===== src/rtl/blr_pkg.sv =====
// ---------------------------------------------------------------------------
// blr_pkg
// Shared constants for the bounded array list engine.
// ---------------------------------------------------------------------------
`timescale 1ns / 1ps
`default_nettype none

package blr_pkg;

  localparam int DEPTH_DEF      = 1024;
  localparam int ELEM_WIDTH_DEF = 32;

  localparam int MODE_W  = 2;
  localparam int POS_W   = 10;
  localparam int WORD_W  = 32;
  localparam int COUNT_W = 11;

  localparam logic [MODE_W-1:0] MODE_APPEND = 2'd0;
  localparam logic [MODE_W-1:0] MODE_READ   = 2'd1;
  localparam logic [MODE_W-1:0] MODE_POP    = 2'd2;
  localparam logic [MODE_W-1:0] MODE_REMOVE = 2'd3;

endpackage

`default_nettype wire


===== src/rtl/blr_ctrl.sv =====
// ---------------------------------------------------------------------------
// blr_ctrl
// Request sequencer: checks, count update, store accesses, shift walk and
// result register.
// ---------------------------------------------------------------------------
`timescale 1ns / 1ps
`default_nettype none

module blr_ctrl #(
  parameter int DEPTH      = 1024,
  parameter int ELEM_WIDTH = 32
) (
  input  wire logic                         clk,
  input  wire logic                         rst,
  input  wire logic                         in_valid,
  output logic                              in_stall,
  input  wire logic [blr_pkg::MODE_W-1:0]   mode,
  input  wire logic [blr_pkg::POS_W-1:0]    position,
  input  wire logic [blr_pkg::WORD_W-1:0]   value_in,
  output logic                              out_valid,
  input  wire logic                         out_stall,
  output logic      [blr_pkg::WORD_W-1:0]   value_out,
  output logic                              status,
  output logic      [blr_pkg::COUNT_W-1:0]  count,
  output logic                              mem_we,
  output logic      [$clog2(DEPTH)-1:0]     mem_waddr,
  output logic      [ELEM_WIDTH-1:0]        mem_wdata,
  output logic      [$clog2(DEPTH)-1:0]     mem_raddr,
  input  wire logic [ELEM_WIDTH-1:0]        mem_rdata
);

  import blr_pkg::*;

  localparam int AW    = $clog2(DEPTH);
  localparam int CNT_W = $clog2(DEPTH + 1);
  localparam int CMP_W = (CNT_W > POS_W) ? CNT_W : POS_W;

  localparam logic [1:0] S_IDLE  = 2'd0;
  localparam logic [1:0] S_READ  = 2'd1;
  localparam logic [1:0] S_SHIFT = 2'd2;
  localparam logic [1:0] S_OUT   = 2'd3;

  logic [1:0]        state;
  logic [MODE_W-1:0] op;
  logic [CNT_W-1:0]  elem_count;
  logic [AW-1:0]     wr_ptr;
  logic [WORD_W-1:0] st_value;
  logic              st_status;

  logic              accept;
  logic [CMP_W-1:0]  pos_c;
  logic [CMP_W-1:0]  cnt_c;
  logic              idx_ok;
  logic              full;
  logic              empty;
  logic [CNT_W-1:0]  cnt_dec;
  logic [CNT_W-1:0]  wr_inc;
  logic [WORD_W-1:0] rd_word;
  logic [ELEM_WIDTH-1:0] elem_in;

  generate
    if (ELEM_WIDTH >= WORD_W) begin : g_wide
      assign rd_word = mem_rdata[WORD_W-1:0];
      assign elem_in = ELEM_WIDTH'(value_in);
    end else begin : g_narrow
      assign rd_word = WORD_W'(mem_rdata);
      assign elem_in = value_in[ELEM_WIDTH-1:0];
    end
  endgenerate

  assign accept  = in_valid && !in_stall;
  assign in_stall = (state != S_IDLE);
  assign pos_c   = CMP_W'(position);
  assign cnt_c   = CMP_W'(elem_count);
  assign idx_ok  = (pos_c < cnt_c);
  assign full    = (elem_count == CNT_W'(DEPTH));
  assign empty   = (elem_count == '0);
  assign cnt_dec = elem_count - 1'b1;
  assign wr_inc  = CNT_W'(wr_ptr) + 1'b1;

  always_comb begin
    unique case (state)
      S_IDLE: begin
        if (mode == MODE_POP) begin
          mem_raddr = cnt_dec[AW-1:0];
        end else begin
          mem_raddr = pos_c[AW-1:0];
        end
      end
      S_READ:  mem_raddr = wr_ptr + 1'b1;
      S_SHIFT: mem_raddr = wr_ptr + AW'(2);
      default: mem_raddr = '0;
    endcase
  end

  // shift walk: write k with what was read at k+1, read k+2 behind it
  assign mem_we    = (accept && (mode == MODE_APPEND) && !full) || (state == S_SHIFT);
  assign mem_waddr = (state == S_SHIFT) ? wr_ptr : elem_count[AW-1:0];
  assign mem_wdata = (state == S_SHIFT) ? mem_rdata : elem_in;

  always_ff @(posedge clk) begin
    if (rst) begin
      state      <= S_IDLE;
      elem_count <= '0;
      out_valid  <= 1'b0;
    end else begin
      if (out_valid && !out_stall && (state != S_OUT)) begin
        out_valid <= 1'b0;
      end
      unique case (state)
        S_IDLE: begin
          if (accept) begin
            op        <= mode;
            wr_ptr    <= pos_c[AW-1:0];
            st_value  <= '0;
            unique case (mode)
              MODE_APPEND: begin
                if (full) begin
                  st_status <= 1'b1;
                end else begin
                  st_status  <= 1'b0;
                  elem_count <= elem_count + 1'b1;
                end
                state <= S_OUT;
              end
              MODE_READ: begin
                if (idx_ok) begin
                  st_status <= 1'b0;
                  state     <= S_READ;
                end else begin
                  st_status <= 1'b1;
                  state     <= S_OUT;
                end
              end
              MODE_POP: begin
                if (empty) begin
                  st_status <= 1'b1;
                  state     <= S_OUT;
                end else begin
                  st_status  <= 1'b0;
                  elem_count <= cnt_dec;
                  state      <= S_READ;
                end
              end
              MODE_REMOVE: begin
                if (idx_ok) begin
                  st_status  <= 1'b0;
                  elem_count <= cnt_dec;
                  state      <= S_READ;
                end else begin
                  st_status <= 1'b1;
                  state     <= S_OUT;
                end
              end
              default: begin
                st_status <= 1'b0;
                state     <= S_OUT;
              end
            endcase
          end
        end
        S_READ: begin
          st_value <= rd_word;
          if ((op == MODE_REMOVE) && (CNT_W'(wr_ptr) < elem_count)) begin
            state <= S_SHIFT;
          end else begin
            state <= S_OUT;
          end
        end
        S_SHIFT: begin
          wr_ptr <= wr_ptr + 1'b1;
          if (!(wr_inc < elem_count)) begin
            state <= S_OUT;
          end
        end
        S_OUT: begin
          if (!out_valid || !out_stall) begin
            out_valid <= 1'b1;
            value_out <= st_value;
            status    <= st_status;
            count     <= COUNT_W'(elem_count);
            state     <= S_IDLE;
          end
        end
        default: state <= S_IDLE;
      endcase
    end
  end

endmodule

`default_nettype wire


===== config.mk =====
export PLATFORM = sky130hd
export DESIGN_NAME = blr_ctrl
export DESIGN_NICKNAME = d
export VERILOG_FILES = /design/src/rtl/blr_pkg.sv /design/src/rtl/blr_ctrl.sv
export SDC_FILE = /design/constraint.sdc
export NUM_CORES = 1
export LEC_CHECK = 0
export BUFFER_PORTS_ARGS = -buffer_cell sky130_fd_sc_hd__clkbuf_2
export CORE_MARGIN = 2
export CORE_UTILIZATION = 40
export CTS_CLUSTER_DIAMETER = 200
export DETAILED_ROUTE_END_ITERATION = 12
export PLACE_DENSITY_LB_ADDON = 0.15
export SLEW_MARGIN = 20
export SYNTH_ARGS = -nofsm -noshare
export SYNTH_HDL_FRONTEND = slang
export SYNTH_SLANG_ARGS = --single-unit

===== constraint.sdc =====
create_clock -name clk -period 6.65 [get_ports clk]
set_input_delay 0.665 -clock clk [delete_from_list [all_inputs] [get_ports clk]]
set_output_delay 0.665 -clock clk [all_outputs]
set_load 0.005 [all_outputs]

Word-level counts from Yosys, hierarchy flattened
Index checks and enable logic that the tools add are counted.
- register bits: 103
- bits of input ports: 80
- output and inout port bits: 99
- word-level logic and storage cells: 87
- add/sub/neg operators: 5
- $lt $le $gt $ge: 3
- equality and inequality tests: 15
- mux-type cells: 27
- bitwise logic cells: 1
- reduce and logical (&&, ||, !) cells: 26
- operators with widths (operator ; number):
    $mux W32 ; 2
    $pmux W32 S2 ; 1
    $mux W11 ; 3
    $pmux W11 S3 ; 1
    $mux W10 ; 3
    $pmux W10 S3 ; 1
    $lt A10 B11 Y1 ; 2
    $pmux W10 S2 ; 1
    $reduce_and A3 Y1 ; 5
    $ne A2 B2 Y1 const B ; 7
    $add A10 B1 Y11 const B ; 1
    $add A11 B1 Y11 const B ; 1
    $eq A11 B11 Y1 const B ; 1
    $logic_not A11 Y1 ; 1
    $lt A11 B11 Y1 ; 1
    $sub A11 B1 Y11 const B ; 1
    $add A10 B1 Y10 const B ; 1
    $add A10 B2 Y10 const B ; 1
    $eq A2 B2 Y1 const B ; 5
    $mux W2 ; 5
    $pmux W2 S4 ; 1
    $mux W1 ; 7
    $logic_and A1 B1 Y1 ; 6
    $pmux W2 S3 ; 1
    other kinds (10) ; 18

Logic depth before layout (Yosys ltp)
- word-level depth: 6
- depth in mapped cells: 14

Worst setup path after synthesis
No wires, ideal clock.
- path kind: input to register
- from: input rst
- to: register count[0] (netlist name) (enable)
- arrival: 4.202 ns
- required time: 6.138 ns
- path slack: 1.936 ns
- stages: 2
- buffers on the path: 1
- cell sequence: clkbuf_1 -> a211oi_1
- word-level cells in the longest chain between the ends: 2
- ends and longest elaborated chain (element ; line ; source):
    start: declaration ; blr_ctrl.sv:14 ; input wire logic rst,
    $not A1 Y1 (no line) ; -- ;
    $reduce_and A3 Y1 (no line) ; -- ;
    end signal: assignment ; blr_ctrl.sv:181 ; count <= COUNT_W'(elem_count);
    end: declaration ; blr_ctrl.sv:24 ; output logic [blr_pkg::COUNT_W-1:0] count,
Every way passes these cells.
A chain may end at the register's enable or synchronous reset.

Final worst setup path
- from: register state[0]
- to: output mem_raddr[4]
- word-level cells in the longest chain between the ends: 2
- ends and longest elaborated chain (element ; line ; source):
    start: declaration ; blr_ctrl.sv:43 ; logic [1:0] state;
    start signal: assignment ; blr_ctrl.sv:103 ; state <= S_IDLE;
    start signal: assignment ; blr_ctrl.sv:124 ; state <= S_OUT;
    start signal: assignment ; blr_ctrl.sv:129 ; state <= S_READ;
    $eq A2 B2 Y1, or another cell as far along ; blr_ctrl.sv:82 ; unique case (state)
    $pmux W10 S3 * ; blr_ctrl.sv:82 ;
    end: declaration ; blr_ctrl.sv:28 ; output logic [$clog2(DEPTH)-1:0] mem_raddr,
Mark *: on every way between the ends. The rest lies on a longest branch, timed or not.

==> impl_metrics.yaml <==
pwr:
  irDropWorstVdd_v: 0.000158
  p_per_area_mw_per_mm2: 343
  power.leakage_nw: 2.94
route:
  drcViolationCount: 0
  ant_nets: 0
  maxUsedRoutingLayer: "met4"
  wl_met2_um: 7470
  vias: 4738
  drt-total-wl_um: 15200
  drt_iter0_drc: 450
  wl_per_cell_um: 17.0
  via_per_inst: 5.32
  first_pass_iters: 6
  wl_met1_um: 6610
  wl_met3_um: 889
setup_path:
  r2r-end: "state[1]"
  arrival_ns: 2.90
  critPathKind: "reg -> out"
  crit_path_cell_trace: "inv_1, ha_2, buf_4, nand2_1, nand2_1, a31oi_1, a21oi_1, nor2_1, nor2_1, clkbuf_2"
  cp_slowest_cell: "ha_2"
  rrSetupSlack_ns: 3.41
  r2r-start: "wr_ptr[0]"
  crit_buf_inv: 3
  crit_required_ns: 5.98
  start_kind: "flip-flop"
  cpPeakStageDelay_ns: 0.90
  cp_top_family: "adder cells"
  worstPathMaxFanout: 45
  rr_worst_depth: 10
  endpoint_kind: "primary output"
floorplan:
  rows: 44
  die_area_mm2: 0.0158
  die_x_um: 126
  start_util: 0.409
  design.portCount: 179
  core_area_mm2: 0.0145
  die_h_um: 126
finish:
  num_antenna_cells: 0
  drive_gt1_frac: 0.363
  nets: 818
  final_core_util: 0.501
  fill_cells: 1374
  fin_area_mm2: 0.00726
  area_delta_synth_final_pct: 22.5
place:
  place_area_mm2: 0.00694
  gp_congestion: 0.945
  io_buffer_count: 178
  dp_hpwl_um: 11400
cts:
  htree_levels: 3
  clk_pin_slew_ns: 0.08
  clkLatencyLatePin_ns: 0.35
  postCtsSetupBuffers: 0
  cts_resized: 0
  cts_buffers: 9
  ctsHoldBuffers: 0
  cts_tree: "built"
  root_buffer: "clkbuf_16"
  cts_sinks: 103
  clock_path_buffers: 2
yosys:
  synthTopCellsByCount: "89 x edfxtp_1, 44 x nand2_1, 43 x mux2_2, 37 x ha_1, 37 x nor2_1"
  synthArstFlopShare: 0
  postSynthCellCount: 543
  synth.distinct_cells: 57
  yosys.area.top_type: "edfxtp_1"
  syn_nets: 660
  yosysWarningCount: 0
  ys_seq_area_frac: 0.498
  syn_avg_cell_area_um2: 10.9
  synth_ff_type: "edfxtp_1"
  synth_most_common_cell: "edfxtp_1"
  ys_ff_latch: 103
  synth_top_area_frac: 0.451
  synth_area_mm2: 0.00593
  synth_edf_count: 89
  synth_area_leaders: "edfxtp_1 45%, mux2_2 8.2%, ha_1 7.8%"
timing:
  fmax_mhz: 280
  setup_tns_ns: 0
  rsz0062_at_grt: "false"
  skew_ns: 0.00998
  slew_headroom: 0.300
  setup_viol: 0
  final.min_clock_period_ns: 3.57
  hold_viol: 0
  worst_slew_pin_slew_ns: 1.05
  period_share: 0.536
  slew_viol_final: 0
global_route:
  grt_pass1_vias: 4682
  grt_max_degree: 46
  antenna_found_initial: 0
  grt_pass1_wl_um: 24000
  grt-ovfl-total: 0
  grt_usage: 0.190
hold_path:
  hold_depth: 0
  holdPathEnd: "value_out[9]"
  hold_path.class: "reg -> reg"
  min-delay-start: "st_value[9]"
outcome:
  outcome: "finished clean"
run:
  cap_violations: 0
flip-flops by register name, summed over array words and instances, names as in the netlist:
signal and count:
st_value 32, st_status 1, status 1, cnt_c 11, value_out 32, state 2, op 2, count 11
wr_ptr 10, out_valid 1
layout make-up:
cell class | count | area, um2 | share of cell area
multi-input cells | 383 | 2760 | 0.380
flip-flops and latches | 103 | 2950 | 0.407
inverters | 21 | 78.8 | 0.0109
repair buffers | 183 | 948 | 0.131
clock buffers | 9 | 225 | 0.0310
well taps | 184 | 230 | 0.0317
clock inverters | 7 | 65.1 | 0.00896
logic make-up after synthesis:
group	count (synthesis)	share of synthesized area
AOI/OAI and AO/OA	109	0.118
xor gates and xnor gates	18	0.0266
adders and majority gates	37	0.0781
buffers and inverters	57	0.0405
DFF	103	0.498
muxes	48	0.0902
and+or+nand+nor	171	0.148
worst max-delay path by stage:
stage	from	to	slack [ns]	depth (start not counted)
after floorplan	rst	count[0]	1.94	2
after global placement	mode[1]	mem_raddr[6]	3.39	7
after detailed placement	mode[1]	mem_raddr[6]	3.25	7
after CTS	cnt_c[1]	mem_raddr[8]	3.06	9
after global routing	state[0]	mem_raddr[4]	2.83	10
final	state[0]	mem_raddr[4]	3.08	10
cell usage in the layout (no fill, tap or decap), types with 6 or more instances in the layout:
cell type and count:
a31oi_1 6, nand3_1 13, a21oi_1 31, and2_1 33, nand2_1 44, dfxtp_1 14, xnor2_1 12, nand2b_1 6
clkbuf_2 178, or3_1 7, nor2_1 37, edfxtp_1 89, clkbuf_16 9, inv_1 20, mux2_2 43, xor2_1 6
nand4_1 10, o21ai_0 34, ha_1 36
through the flow:
stage	setup WS (ns)	std cells	power, mW	hold WS (ns)
6_report	3.08	890	2.49	0.416
5_1_grt	2.83	890	2.66	0.422
4_1_cts	3.06	889	2.50	0.421
3_5_place_dp	3.25	873	1.98	0.405
3_3_place_gp	3.39	873	1.96	0.401
2_1_floorplan	1.94	543	1.63	0.400
layer usage:
| layer | GRT usage | vias up |
|---|---|---|
| li1 | - | 2314 |
| met1 | 0.242 | 2248 |
| met2 | 0.328 | 161 |
| met3 | 0.0378 | 15 |
| met4 | 0.0608 | 0 |
| met5 | 0 | - |
where the power goes:
| part | internal (mW) | switching (mW) | total [mW] | leakage, nW |
|---|---|---|---|---|
| registers | 0.857 | 0.0889 | 0.945 | 0.940 |
| logic | 0.456 | 0.574 | 1.03 | 1.87 |
| clock network | 0.262 | 0.250 | 0.511 | 0.137 |
Note: power is estimated with default switching activity, not from simulation.
